$ cat src/rtl/assert_macros.svh
// ----------------------------------------------------------------------------
// Assertion macros
// Shared concurrent assertion forms used by the lookup unit.
// ----------------------------------------------------------------------------
`ifndef ASSERT_MACROS_SVH
`define ASSERT_MACROS_SVH

// The property must hold in the same cycle as the condition.
`define ASSERT_IMPLIES(name, clk, rst, cond, prop) \
   name: assert property (@(posedge clk) disable iff (rst) (cond) |-> (prop)) \
      else $error("assertion failed");

// The property must hold in the cycle after the condition.
`define ASSERT_NEXT(name, clk, rst, cond, prop) \
   name: assert property (@(posedge clk) disable iff (rst) (cond) |=> (prop)) \
      else $error("assertion failed");

`endif

$ cat src/rtl/bwd_pkg.sv
// ----------------------------------------------------------------------------
// Bucketed word dictionary package
// Command types, queue constants and character helpers.
// ----------------------------------------------------------------------------
package bwd_pkg;

   localparam int LETTERS   = 26;
   localparam int TALLY_W   = 13;
   localparam logic [TALLY_W-1:0] TALLY_MAX = 13'd8191;
   localparam int QDEPTH    = 4;
   localparam int QPTR_W    = 2;
   localparam int QCNT_W    = 3;

   typedef enum logic [1:0] {
      OP_TALLY = 2'd0,
      OP_LOAD  = 2'd1,
      OP_QUERY = 2'd2
   } op_type;

   typedef struct packed {
      op_type      op;
      logic [7:0]  code;
      logic        last;
      logic        letter_ok;
      logic [4:0]  letter;
   } cmd_type;

   typedef struct packed {
      logic              valid;
      logic [QCNT_W-1:0] count;
   } qstat_type;

   typedef struct packed {
      logic in_query;
   } estat_type;

   function automatic logic is_letter(input logic [7:0] c);
      return ((c >= 8'd65) && (c <= 8'd90)) || ((c >= 8'd97) && (c <= 8'd122));
   endfunction

   function automatic logic [4:0] letter_of(input logic [7:0] c);
      logic [7:0] d;
      d = (c > 8'd96) ? (c - 8'd97) : (c - 8'd65);
      return d[4:0];
   endfunction

endpackage

$ cat src/rtl/bwd_queue.sv
// ----------------------------------------------------------------------------
// Command queue
// Short FIFO that decouples the front end from the engine.
// ----------------------------------------------------------------------------
module bwd_queue import bwd_pkg::*; (
   input  logic      clock,
   input  logic      reset,
   input  logic      push,
   input  cmd_type   cmd_in,
   input  logic      pop,
   output cmd_type   cmd_out,
   output qstat_type stat,
   output logic      full
);

   cmd_type           q_ff [QDEPTH];
   logic [QPTR_W-1:0] wr_ff, wr_in, rd_ff, rd_in;
   logic [QCNT_W-1:0] cnt_ff, cnt_in;
   logic              do_pop;

   assign full       = (cnt_ff == QCNT_W'(QDEPTH));
   assign stat.valid = (cnt_ff != '0);
   assign stat.count = cnt_ff;
   assign cmd_out    = q_ff[rd_ff];
   assign do_pop     = pop && stat.valid;

   always_comb begin
      wr_in  = push ? wr_ff + 1'b1 : wr_ff;
      rd_in  = do_pop ? rd_ff + 1'b1 : rd_ff;
      cnt_in = cnt_ff + QCNT_W'(push) - QCNT_W'(do_pop);
   end

   always_ff @(posedge clock) begin
      if (reset) begin
         wr_ff  <= '0;
         rd_ff  <= '0;
         cnt_ff <= '0;
      end else begin
         wr_ff  <= wr_in;
         rd_ff  <= rd_in;
         cnt_ff <= cnt_in;
      end
      if (push) begin
         q_ff[wr_ff] <= cmd_in;
      end
   end

endmodule

$ cat config.mk
export PLATFORM = sky130hd
export DESIGN_NAME = bwd_queue
export DESIGN_NICKNAME = d
export VERILOG_FILES = /design/src/rtl/assert_macros.svh /design/src/rtl/bwd_pkg.sv /design/src/rtl/bwd_queue.sv
export SDC_FILE = /design/constraint.sdc
export NUM_CORES = 1
export LEC_CHECK = 0
export ABC_AREA = 0
export BUFFER_PORTS_ARGS = -buffer_cell sky130_fd_sc_hd__buf_2
export CAP_MARGIN = 20
export CORE_MARGIN = 2
export CORE_UTILIZATION = 45
export DETAILED_ROUTE_END_ITERATION = 8
export PLACE_DENSITY = 0.65
export SETUP_SLACK_MARGIN = 0.1
export SYNTH_ARGS = -nofsm -noshare
export SYNTH_HDL_FRONTEND = slang
export SYNTH_SLANG_ARGS = --single-unit
$ cat constraint.sdc
create_clock -name clock -period 2.1 [get_ports clock]
set_input_delay 0.42 -clock clock [delete_from_list [all_inputs] [get_ports clock]]
set_output_delay 0.42 -clock clock [all_outputs]
set_load 0.005 [all_outputs]
== Yosys cells after proc, flatten, opt, wreduce, memory -nomap -nowiden ==
Memories as Yosys holds them, arrays and structs flattened. A register that Yosys moved wholly into a read port is not among the register bits.
Cells that the tools add are included.

* Register bits: 7
* Bits in latches: 0
* Memory bits (writable): 68
* Memory bits (read-only): 0
* Word-level logic and storage cells: 15
* Memories: 1

* Add/subtract/negate cells: 4
* Multiply operators: 0
* Div/mod/pow operators: 0
* $lt $le $gt $ge: 0
* Equality and inequality tests: 1
* Shift-type cells: 0
* Muxes and demuxes: 4
* Bitwise gates (word level): 0
* Reductions and logical operators: 2

{| class="wikitable"
|+ Memory list
! memory !! depth !! bits a word !! rd ports !! clocked after memory_dff !! wr ports !! line !! RTL
|-
| q_ff || 4 || 17 || 1 || 1 || 1 || bwd_queue.sv:16 || <nowiki>cmd_type q_ff [QDEPTH];</nowiki>
|}

{| class="wikitable"
|+ Operators with widths
! kind !! number
|-
| $add 2x1->2 const B || 2
|-
| $mux 2 || 2
|-
| $add 3x1->3 || 1
|-
| $eq 3x3->1 const B || 1
|-
| $reduce_bool 3->1 || 1
|-
| $sub 3x1->3 || 1
|-
| $mux 1 || 2
|-
| $logic_and 1x1->1 || 1
|}

== Logic depth before layout (Yosys ltp) ==
* Depth in word-level cells: 4
* Depth in mapped cells: 7

== Worst setup path before layout ==
OpenSTA, ideal clock, no wires.

* Path kind: register -> register
* Start: register cnt_ff[1]
* End: register cnt_ff[2]
* Library setup time: 126 ps
* Data arrival time: 1727 ps
* Required time: 1974 ps
* Slack: 247 ps
* Stages on the path, launching flop included: 8
* Clock period less this slack: 1853 ps
* Cells stage by stage: dfxtp_1 o31a_1 ha_1 inv_1 ha_1 fa_1 xor3_1 nor2_1

* Longest elaborated chain between the ends: 3
* Elaborated cells between the ends (all ways): 4

{| class="wikitable"
|+ Ends and longest elaborated chain
! item !! line !! RTL
|-
| start: declaration || bwd_queue.sv:18 || <nowiki>logic [QCNT_W-1:0] cnt_ff, cnt_in;</nowiki>
|-
| start signal: assignment || bwd_queue.sv:41 || <nowiki>cnt_ff <= cnt_in;</nowiki>
|-
| $reduce_bool 3->1 || bwd_queue.sv:22 || <nowiki>assign stat.valid = (cnt_ff != '0);</nowiki>
|-
| $logic_and 1x1->1 || bwd_queue.sv:25 || <nowiki>assign do_pop = pop && stat.valid;</nowiki>
|-
| named net do_pop || bwd_queue.sv:19 || <nowiki>logic do_pop;</nowiki>
|-
| $sub 3x1->3 || bwd_queue.sv:30 || <nowiki>cnt_in = cnt_ff + QCNT_W'(push) - QCNT_W'(do_pop);</nowiki>
|}

The timed path passes the listed nets, and every way through them passes these cells.
A chain may end at the register's enable or synchronous reset.

==> summary.txt <==
Placement
  – Pre-CTS WS: 0.1259 ns
  – # port buffers: between 40 and 50
  – DP Cell Count: 256
  – Gpl congestion: between 0.7 and 0.8
  – DP Wirelength: 3.053 mm

Floorplanning
  – Starting Density: a little under half
  – DIE AREA: 7264 µm²
  – Core box area: approximately 6300 µm²
  – Die W: 85.23 µm
  – I/O Pins: 43
  – Die Y: 85.23 µm
  – Row count: 29

Synth
  – Post-synth EDFFs: 68
  – Synth async-reset ratio: 0%
  – Yosys cell types: 22
  – Cell Area, Synth: 2969 µm²
  – Cell count after synthesis: 135
  – Post-Synthesis Net Count: 163
  – Primary FF master, synth: edfxtp_1
  – Main area contributors after synthesis: edfxtp_1 69%, mux4_2 7.6%, mux4_1 6.2%
  – Yosys top cell area share: between 60 and 70%
  – Synth area leader: edfxtp_1
  – Synthesized area per cell: 21.99 µm²
  – YS warnings: 0
  – Sequential area share after synthesis: between 70% and 80%
  – Seq cells post-synth: 77

Hold path
  – Hold path cells: 1
  – Hold Crit Class: input port to register

Timing
  – Max Freq: approximately 510 MHz
  – Headroom to the max-slew limit: 71.48%
  – Setup_tns: 0 ns
  – Final worst slack: 0.1493 ns
  – Fin. Hold Viols: 0
  – Final Max Tran Viols: 0
  – Max Clock Skew: just over 0.004 ns
  – Final setup violation count: 0
  – Setup repair after global routing missed its margin: true
  – Period utilisation layout: 92.89%
  – Worst-Margin Slew: 0.4225 ns
  – Final min period: 1.951 ns

Layout
  – Area grow syn2layout: 17.91%
  – Sequential cell area: approximately 2200 µm²
  – Diode count: 0
  – Area occupied by multi-input gates: 671.9 µm²
  – Final net count: 219
  – Final cell count without fillers: 272
  – Share of cells above drive strength 1: 41.03%
  – FILL cells: approximately 500

Route
  – Iteration-0 DRC Markers: 50
  – Vias per inst: 5.221
  – Wire length per cell: 17.39 µm
  – Final WL: about 4.7 mm
  – Final ANT Viol Nets: 0
  – Via count: 1420
  – Residual DRC: 0
  – First-pass detailed-route iteration total: 4

Clock network
  – Clock Latency Late Sink: 0.33 ns
  – Clock root cell: clkbuf_8
  – Clock sink count: 77
  – Clock transition at path regs: 0.07 ns
  – Max clock buf depth: 2
  – CTS Hold Bufs: 0
  – CTS tree: built
  – H-tree levels: 3
  – TritonCTS Buffers: 9

Global route
  – Total track usage: 13.80%
  – Initial antenna violation count: 0
  – Vias in the first global route: 1465
  – Global-route wire length before repair: 7.300 mm
  – Remaining global-route overflow: 0
  – Largest net degree at the start of global routing: 18

Worst setup path
  – Critical path peak fanout: 8
  – Reg-to-reg setup timing slack: 0.17 ns
  – Worst EP required: approximately 1.7 ns
  – Crit path capture type: output pin
  – CP arrival: 1.53 ns
  – Type of element launching the critical path: register
  – Worst r2r src: cnt_ff[2]$_SDFF_PP0_
  – Worst setup endpoint: cmd_out[15]
  – R2r worst-path depth: 7
  – RR Endpoint: cnt_ff[2]$_SDFF_PP0_
  – CP Class: register to output pin

Pwr
  – Leakage: 1.270 nW
  – Peak VDD IR: 840.2 µV
  – P per Cell Area: 1074 nW/µm²

Flow run
  – Max-Cap Viols: 0

Status
  – Status: finished, final reports clean
[cell usage after synthesis (all sizes together), types with 3 or more instances]
master  instances
and2            4
buf             4
dfxtp           9
edfxtp         68
ha              6
inv             6
mux2            3
mux4           17
nor2            5
nor2b           4
[worst max-delay path, cell delays in order, from the launching register on]
cell,delay [ns]
dfxtp_2,0.35
buf_8,0.15
mux4_1,0.56
buf_2,0.14
[sequential cells by signal, summed over array words and instances, names as in the netlist, named ones only]
name / cells
q_ff: 68
cnt_ff: 3
rd_ff: 2
wr_ff: 2
[worst min path at each step]
stage | start | slack (ns) | to
global route | cmd_in[1] | 0.29 | q_ff[1][1]$_DFFE_PP_
finish | cmd_in[15] | 0.30 | q_ff[0][15]$_DFFE_PP_
floorplan | wr_ff[1]$_SDFFE_PP0P_ | 0.51 | wr_ff[1]$_SDFFE_PP0P_
detailed placement | wr_ff[1]$_SDFFE_PP0P_ | 0.57 | wr_ff[1]$_SDFFE_PP0P_
CTS | cmd_in[9] | 0.29 | q_ff[0][9]$_DFFE_PP_
global placement | wr_ff[1]$_SDFFE_PP0P_ | 0.53 | wr_ff[1]$_SDFFE_PP0P_
[cells in the final DEF, fill, tap and decap left out]
cell type	count
and2_1	4
and3_1	1
buf_2	42
buf_4	6
buf_6	1
buf_8	1
bufinv_16	2
clkbuf_1	1
clkbuf_8	9
clkinv_1	1
clkinv_2	1
clkinvlp_4	1
dfxtp_1	7
dfxtp_2	2
edfxtp_1	68
fa_1	1
ha_1	6
inv_1	6
mux2_2	3
mux2i_1	1
mux4_1	5
mux4_2	12
nor2_1	5
nor2b_1	4
o311ai_0	1
o31a_1	1
or3_1	1
xnor2_1	1
xor3_1	1
[logic make-up after synthesis]
family                   count (synthesis)  synth area share [%]
buffers and inverters                   11                 2.275
flip-flops                              77                 74.84
adder cells (fa/ha/maj)                  7                 3.203
AO/OA/AOI/OAI                            2                0.5901
multiplexers                            21                 15.26
XOR/XNOR                                 2                 1.096
AND/OR/NAND/NOR                         15                 2.739
[metrics by stage]
stage	hold slack (ns)	util, %	instance area, µm²	power, W
detailed placement	0.5683	51.70	3283	0.002636
CTS	0.2867	55.03	3495	0.003785
finish	0.2961	55.13	3501	0.003760
global route	0.2907	55.13	3501	0.003936
floorplan	0.5136	-	2969	0.002375
global placement	0.5290	51.70	3283	0.002592
[cell type report]
cell class / count / area share, %
Clock buffer: 10 / 3.645
Clock inverter: 5 / 2.180
Inverter: 6 / 0.6433
Multi-Input combinational cell: 47 / 19.19
Sequential cell: 77 / 63.55
Tap cell: 77 / 2.752
Timing Repair Buffer: 50 / 8.041
[where the power goes]
part,switching [W],internal [W],total (W)
registers,0.0000611,0.00178,0.00184
logic,0.000330,0.000453,0.000783
clock network,0.000478,0.000657,0.00113
total,0.000869,0.00289,0.00376
[routing by layer]
layer	GRT usage [%]	part of all wire, %	vias up
met5	0	0	-
met4	6.926	1.4	0
met3	4.086	5.3	8
met2	24.22	53	36
met1	15.19	40	724
li1	-	-	652
[what timing repair did]
item,4_1_cts,5_1_grt
pin swaps,0,1
gates resized for setup,2,5
cloned,0,0
buffers inserted,0,1
endpoints found under the setup margin,5,18
Power figures use the tool's default switching activity.
