[src/rtl/assert_macros.svh]
// ----------------------------------------------------------------------------
// Assertion macros
// Shared concurrent assertion forms used by the lookup unit.
// ----------------------------------------------------------------------------
`ifndef ASSERT_MACROS_SVH
`define ASSERT_MACROS_SVH

// The property must hold in the same cycle as the condition.
`define ASSERT_IMPLIES(name, clk, rst, cond, prop) \
   name: assert property (@(posedge clk) disable iff (rst) (cond) |-> (prop)) \
      else $error("assertion failed");

// The property must hold in the cycle after the condition.
`define ASSERT_NEXT(name, clk, rst, cond, prop) \
   name: assert property (@(posedge clk) disable iff (rst) (cond) |=> (prop)) \
      else $error("assertion failed");

`endif

[src/rtl/bwd_pkg.sv]
// ----------------------------------------------------------------------------
// Bucketed word dictionary package
// Command types, queue constants and character helpers.
// ----------------------------------------------------------------------------
package bwd_pkg;

   localparam int LETTERS   = 26;
   localparam int TALLY_W   = 13;
   localparam logic [TALLY_W-1:0] TALLY_MAX = 13'd8191;
   localparam int QDEPTH    = 4;
   localparam int QPTR_W    = 2;
   localparam int QCNT_W    = 3;

   typedef enum logic [1:0] {
      OP_TALLY = 2'd0,
      OP_LOAD  = 2'd1,
      OP_QUERY = 2'd2
   } op_type;

   typedef struct packed {
      op_type      op;
      logic [7:0]  code;
      logic        last;
      logic        letter_ok;
      logic [4:0]  letter;
   } cmd_type;

   typedef struct packed {
      logic              valid;
      logic [QCNT_W-1:0] count;
   } qstat_type;

   typedef struct packed {
      logic in_query;
   } estat_type;

   function automatic logic is_letter(input logic [7:0] c);
      return ((c >= 8'd65) && (c <= 8'd90)) || ((c >= 8'd97) && (c <= 8'd122));
   endfunction

   function automatic logic [4:0] letter_of(input logic [7:0] c);
      logic [7:0] d;
      d = (c > 8'd96) ? (c - 8'd97) : (c - 8'd65);
      return d[4:0];
   endfunction

endpackage

[src/rtl/bwd_front.sv]
// ----------------------------------------------------------------------------
// Front end
// Accepts request beats and classifies them into queue commands.
// ----------------------------------------------------------------------------
module bwd_front import bwd_pkg::*; (
   input  logic       start,
   input  logic [1:0] req_type,
   input  logic [7:0] req_char_code,
   input  logic       req_last_char,
   input  logic       q_full,
   output logic       busy,
   output logic       push,
   output cmd_type    cmd
);

   logic known;

   always_comb begin
      known = 1'b1;
      cmd.op = OP_TALLY;
      unique case (req_type)
         OP_TALLY: cmd.op = OP_TALLY;
         OP_LOAD:  cmd.op = OP_LOAD;
         OP_QUERY: cmd.op = OP_QUERY;
         default: known = 1'b0;
      endcase
      cmd.code      = req_char_code;
      cmd.last      = req_last_char;
      cmd.letter_ok = is_letter(req_char_code);
      cmd.letter    = letter_of(req_char_code);
   end

   assign busy = q_full;
   assign push = start && !q_full && known;

endmodule

[config.mk]
export PLATFORM = sky130hd
export DESIGN_NAME = bwd_front
export DESIGN_NICKNAME = d
export VERILOG_FILES = /design/src/rtl/assert_macros.svh /design/src/rtl/bwd_pkg.sv /design/src/rtl/bwd_front.sv
export SDC_FILE = /design/constraint.sdc
export NUM_CORES = 1
export LEC_CHECK = 0
export BUFFER_PORTS_ARGS = -buffer_cell sky130_fd_sc_hd__buf_2
export CELL_PAD_IN_SITES_DETAIL_PLACEMENT = 1
export CELL_PAD_IN_SITES_GLOBAL_PLACEMENT = 1
export CORE_AREA = 2 2 39 41
export DETAILED_ROUTE_END_ITERATION = 12
export DIE_AREA = 0 0 41 43
export PLACE_DENSITY = 0.76
export SKIP_LAST_GASP = 1
export SLEW_MARGIN = 20
export SYNTH_ARGS = -nofsm -noshare
export SYNTH_HDL_FRONTEND = slang
export SYNTH_SLANG_ARGS = --single-unit
[constraint.sdc]
create_clock -name vclk -period 2.03
set_input_delay 0.406 -clock vclk [all_inputs]
set_output_delay 0.406 -clock vclk [all_outputs]
set_load 0.05 [all_outputs]
## Yosys cells after proc, flatten, opt, wreduce, memory -nomap -nowiden

Index checks and enable logic that the tools add are counted.
W data, S select, Z words.

- Bits in latches: 0
- Memories kept: 0
- Word-level logic and storage cells: 20
- RAM bits: 0
- Register bits after elaboration: 0
- ROM bits: 0
- Bits of input ports: 13

- Reduce and logical (&&, ||, !) cells: 8
- Multipliers: 0
- Mux-type cells: 3
- Bitwise gates (word level): 0
- Div/mod/pow operators: 0
- $lt $le $gt $ge: 5
- Add/sub/neg operators: 2
- Eq/ne operators: 2
- Shifts and indexed selects: 0

Operators by type and width:

| operator | count |
|---|---|
| $ge A8 B7 Y1 const B | 2 |
| $le A8 B7 Y1 const B | 2 |
| $sub A5 B1 Y5 const B | 2 |
| $gt A8 B7 Y1 const B | 1 |
| $mux W5 | 1 |
| $logic_and A1 B1 Y1 | 4 |
| $pmux W2 S2 | 1 |
| $reduce_or A3 Y1 | 1 |
| $eq A2 B1 Y1 const B | 1 |
| $eq A2 B2 Y1 const B | 1 |
| $logic_not A2 Y1 | 1 |
| $logic_not A1 Y1 | 1 |
| $logic_or A1 B1 Y1 | 1 |
| $mux W1 | 1 |

## Depth between registers and ports, before layout

Gate-level depths: netlist of the first run.

- Depth after elaboration: 4
- Depth in mapped cells: 5

## Worst setup path after synthesis of the first run

No wires, ideal clock.

- Kind: input port to output port
- Start point: in req_char_code[0]
- End point: out cmd[4] (netlist bit)
- Buffers on the path: 0
- Path slack: -290 ps
- Data required time: 1624 ps
- Cell stages on the path: 4
- Arrival: 1914 ps
- Path through: inv_1 ha_1 nand2_1 xnor2_1

RTL lines:

| element | line | source |
|---|---|---|
| start: declaration | bwd_front.sv:8 | `input logic [7:0] req_char_code,` |
| end: declaration | bwd_front.sv:13 | `output cmd_type cmd` |

==> results of run 1 <==
[power by group through the flow]
stage	clock (W)	sequential, W	combinational, W
floorplan	0	0	0.000120
global placement	0	0	0.000144
detailed placement	0	0	0.000146
CTS	0	0	0.000146
global route	0	0	0.000154
finish	0	0	0.000145
[cells in the mapped netlist]
cell type,n
nor3_1,1
nor2_1,2
buf_4,10
or2b_1,1
o2111a_1,1
ha_1,3
nor2b_1,2
xor2_1,2
xnor2_1,1
a211oi_1,1
o311ai_1,1
nand2_1,1
nand3_1,1
inv_1,6
a21oi_1,1
[layer usage]
metal  wire length, um  global-route usage (%)  share of wire (%)
met5                 0                       0                  0
met4                 0                       0                  0
met3                75                       0                 11
met2               369                    15.6                 56
met1               212                    6.03                 32
[how the worst max path moves through the flow]
stage | slack (ns) | to
2_1_floorplan | 0.004 | push
3_3_place_gp | 0.10 | cmd[5]
3_5_place_dp | 0.1 | cmd[5]
4_1_cts | 0.09 | cmd[5]
5_1_grt | 0.02 | cmd[5]
6_report | 0.11 | cmd[5]
[through the flow]
stage	power, W	setup slack (ns)	utilization, %
2_1_floorplan	0.000120	0.00385	-
3_3_place_gp	0.000144	0.101	25.9
3_5_place_dp	0.000146	0.0957	25.9
4_1_cts	0.000146	0.0929	25.9
5_1_grt	0.000154	0.0183	25.9
6_report	0.000145	0.114	25.9
[critical path: cells and delay by family]
kind	cells	cell delay (ns)
adders and majority gates	1	0.14
buffers and inverters	4	0.49
AOI/OAI and AO/OA	2	0.48
[kinds of logic after synthesis]
kind of cell	synth area share, %
buffers and inverters	41.5
AND/OR/NAND/NOR	17.5
AO/OA/AOI/OAI	13.8
XOR/XNOR	11.2
adder cells (fa/ha/maj)	16.0
[cell type report]
type / instances / area (um2) / share of cell area (%)
Timing Repair Buffer: 31 / 158 / 44.1
Tap cell: 16 / 20.0 / 5.59
Inverter: 6 / 26.3 / 7.34
Multi-Input combinational cell: 18 / 154 / 43.0
==> metrics.csv, run 1 <==
stage,metric,value,unit
setup_path,Critical Path RT,1.62,ns
finish,most frequent cells in the layout,"buf_2, inv_1, ha_1",
setup_path,Critical Path Most Common Cell,buf_2,
synthesis,register area share after synthesis,0,%
clocking,Post-CTS Hold Buffers,0,
routing,routed via count,282,
timing,setup TNS after final layout,0,ns
finish,"most common cell after layout, fill and taps aside",buf_2,
setup_path,worst setup path start,req_char_code[0],
synthesis,share of the synthesized area in the top cell type,31.9,%
synthesis,Synth area leader,buf_4,
placed_design,post-place instance area,358,um2
timing,Setup-failing EPs final,0,
synthesis,Syn Nets,50,
floorplan,Initial Util,17.0,%
floorplan,DIE HEIGHT,43,um
timing,Final Hold Vio Count,0,
routing,DR WL/cell,9.25,um
flow_run,Max Cap Viol,0,
run_status,outcome,"complete, no violations",
routing,via-per-instance ratio,3.97,
synthesis,"Cell Area, Synth",235,um2
setup_path,CP Capture Type,output pin,
pwr,Sw Pwr,0.000108,W
routing,routed wire length,657,um
synthesis,post-synth cell types,15,
setup_path,crit-path max cell delay,0.25,ns
routing,first drt pass iteration count,1,
hold_path,Worst Hold Path EP,cmd[6],
pwr,internal power,0.0000361,W
floorplan,core area,1380,um2
routing,DR iter-0 viols,0,
placed_design,# port buffers,30,
timing,Slew headroom,84.6,%
setup_path,CP arrival,1.51,ns
clocking,Setup Buffers After CTS,0,
pwr,sequential share of power,0,%
pwr,clock share of power,0,%
global_routing,Tot GR Track Use,6.90,%
finish,Area growth syn-to-layout,52.1,%
synthesis,"top cells by area, synth","buf_4, ha_1, inv_1",
pwr,PwrDens,404,nW/um2
setup_path,Critical Setup Path Class,in -> out,
finish,Post-Layout Cell Count,71,
synthesis,YS warnings,0,
hold_path,hold crit path type,in -> out,
placed_design,dpl cells,71,
timing,RSZ-0062 raised after global routing,no,
routing,# DRC,0,
timing,"Slew Viols, Final",0,
finish,clk_buf instances,0,
global_routing,total grt overflow,0,
finish,design area,358,um2
hold_path,hold_sp,req_last_char,
global_routing,global-route wire length before repair,897,um
finish,Seq. cell area,0,um2
placed_design,RePlAce Congestion,0.677,
finish,share of cells above drive strength 1,63.6,%
timing,hold_ws,0.812,ns
floorplan,I/O Pins,32,
pwr,Switching Fraction,75.0,%
global_routing,initial antenna violation count,0,
setup_path,Critical-path top delay cell,o311ai_1,
pwr,Peak supply drop,0.000107,V
floorplan,Core Rows,14,
setup_path,Critical Path Fanout Max,3,
clocking,post-CTS sizing,0,
routing,"antenna viol nets, final",0,
finish,# diodes,0,
synthesis,Post-Synthesis Cells,34,
synthesis,Mapped Avg Cell Area,6.92,um2
finish,Fill cells,190,
timing,fin crit share,94.4,%
setup_path,Worst Setup Start Kind,input pin,
setup_path,worst path cell trace,buf_2 > clkinvlp_4 > ha_1 > inv_1 > o311ai_1 > o2111a_2 > buf_2,
floorplan,Die W,41,um
hold_path,hold-critical path depth,0,
timing,Worst Tran Pin Value,0.227,ns
timing,post-layout minimum cycle time,1.92,ns
global_routing,vias in the first global route,246,
timing,fmax,522,MHz
floorplan,Die Area,1760,um2
pwr,Leak,0.215,nW
global_routing,largest net degree at the start of global routing,7,
finish,nets@finish,73,
finish,FFs & Latches,0,
pwr,Combinational Power Share,100.0,%
Note: power is estimated with default switching activity, not from simulation.
==> run 2, diff against run 1 <==
--- a/config.mk
+++ b/config.mk
@@ -13,7 +13,7 @@
 export DIE_AREA = 0 0 41 43
 export PLACE_DENSITY = 0.76
 export SKIP_LAST_GASP = 1
-export SLEW_MARGIN = 20
+export SLEW_MARGIN = 10
 export SYNTH_ARGS = -nofsm -noshare
 export SYNTH_HDL_FRONTEND = slang
 export SYNTH_SLANG_ARGS = --single-unit
==> constraint.sdc (replaced) <==
create_clock -name vclk -period 2.4
set_input_delay 0.48 -clock vclk [all_inputs]
set_output_delay 0.48 -clock vclk [all_outputs]
set_load 0.05 [all_outputs]
==> metrics.csv, run 2 (synthesized netlist as in run 1, its figures left out) <==
stage,metric,value,unit
run_status,outcome,"complete, no violations",
timing,fmax,472,MHz
clocking,Post-CTS Hold Buffers,0,
global_routing,global-route wire length before repair,903,um
pwr,Leak,0.215,nW
setup_path,Critical Path Fanout Max,5,
clocking,post-CTS sizing,0,
routing,DR WL/cell,9.23,um
pwr,Combinational Power Share,100.0,%
routing,first drt pass iteration count,1,
setup_path,CP arrival,1.64,ns
pwr,Design Power,0.000119,W
pwr,sequential share of power,0,%
finish,Seq. cell area,0,um2
timing,Worst Tran Pin Value,0.248,ns
floorplan,Initial Util,17.0,%
routing,# DRC,0,
finish,Area growth syn-to-layout,43.6,%
timing,RSZ-0062 raised after global routing,no,
setup_path,Critical Setup Path Class,in -> out,
placed_design,# port buffers,30,
routing,routed wire length,646,um
global_routing,initial antenna violation count,0,
global_routing,GR peak layer,met2,
routing,DR iter-0 viols,0,
global_routing,met3 usage,0,%
timing,Final Hold Vio Count,0,
timing,post-layout minimum cycle time,2.12,ns
timing,Setup-failing EPs final,0,
finish,Post-Layout Cell Count,70,
setup_path,Worst Setup Start Kind,input pin,
clocking,Setup Buffers After CTS,0,
flow_run,Max Cap Viol,0,
hold_path,hold_sp,req_last_char,
setup_path,worst path cell trace,buf_2 > inv_1 > ha_1 > inv_1 > o311ai_1 > o2111a_1 > buf_2,
finish,nets@finish,72,
timing,Slew headroom,83.2,%
timing,"Slew Viols, Final",0,
setup_path,CP Capture Type,output pin,
setup_path,Critical Path RT,1.92,ns
placed_design,Detail Placement HPWL,603,um
routing,"antenna viol nets, final",0,
floorplan,I/O Pins,32,
placed_design,RePlAce Congestion,0.614,
finish,# diodes,0,
global_routing,met2 usage,14.7,%
finish,FFs & Latches,0,
floorplan,Die Area,1760,um2
setup_path,Critical-path top delay cell,o311ai_1,
finish,Fill cells,185,
placed_design,dpl cells,70,
finish,"most common cell after layout, fill and taps aside",buf_2,
routing,via-per-instance ratio,4.04,
global_routing,vias in the first global route,252,
setup_path,critical path buffer and inverter count,4,
floorplan,DIE HEIGHT,43,um
floorplan,core area,1380,um2
floorplan,Core Rows,14,
pwr,Sw Pwr,0.0000903,W
pwr,Switching Fraction,76.0,%
global_routing,GR Layer Usage met1,6.96,%
pwr,Peak supply drop,0.0000905,V
floorplan,Die W,41,um
finish,share of cells above drive strength 1,57.4,%
global_routing,largest net degree at the start of global routing,7,
global_routing,Tot GR Track Use,6.89,%
pwr,clock share of power,0,%
global_routing,total grt overflow,0,
hold_path,hold-critical path depth,0,
timing,fin crit share,88.3,%
pwr,internal power,0.0000285,W
pwr,PwrDens,352,nW/um2
finish,most frequent cells in the layout,"buf_2, inv_1, ha_1",
timing,setup TNS after final layout,0,ns
routing,routed via count,283,
setup_path,crit-path max cell delay,0.27,ns
setup_path,CP top delay family,buffers and inverters,
hold_path,hold crit path type,in -> out,
hold_path,Worst Hold Path EP,cmd[6],
finish,clk_buf instances,0,
[run 2: worst max-delay path by stage]
stage,startpoint,end,slack (ns),cells after the start
global placement,req_char_code[0],cmd[5],0.29,7
finish,req_char_code[0],cmd[5],0.28,7
CTS,req_char_code[0],cmd[5],0.24,7
floorplan,req_char_code[0],cmd[2],0.05,3
detailed placement,req_char_code[0],cmd[5],0.25,7
global route,req_char_code[0],cmd[5],0.19,7
[run 2: power groups by stage]
stage	sequential (W)	combinational (W)	clock, W
floorplan	0	0.000100	0
global placement	0	0.000119	0
detailed placement	0	0.000120	0
CTS	0	0.000120	0
global route	0	0.000126	0
finish	0	0.000119	0
[run 2: area by class of cell]
type	count	area (um2)	area share (%)
multi-input combinational	18	145	43.0
timing repair buffer	30	150	44.4
inverter	6	22.5	6.67
tap	16	20.0	5.93
[run 2: routing by layer]
layer	vias to the layer above	wire length, um
met3	0	91
met2	18	342
li1	138	-
met4	0	0
met1	127	212
met5	-	0
[run 2: metrics by stage]
| stage | setup WS (ns) | util [%] | instance area (um2) | hold slack, ns |
|---|---|---|---|---|
| 2_1_floorplan | 0.0550 | - | 243 | 1.13 |
| 3_3_place_gp | 0.286 | 24.4 | 338 | 0.960 |
| 3_5_place_dp | 0.249 | 24.4 | 338 | 0.960 |
| 4_1_cts | 0.243 | 24.4 | 338 | 0.960 |
| 5_1_grt | 0.187 | 24.4 | 338 | 0.960 |
| 6_report | 0.280 | 24.4 | 338 | 0.960 |
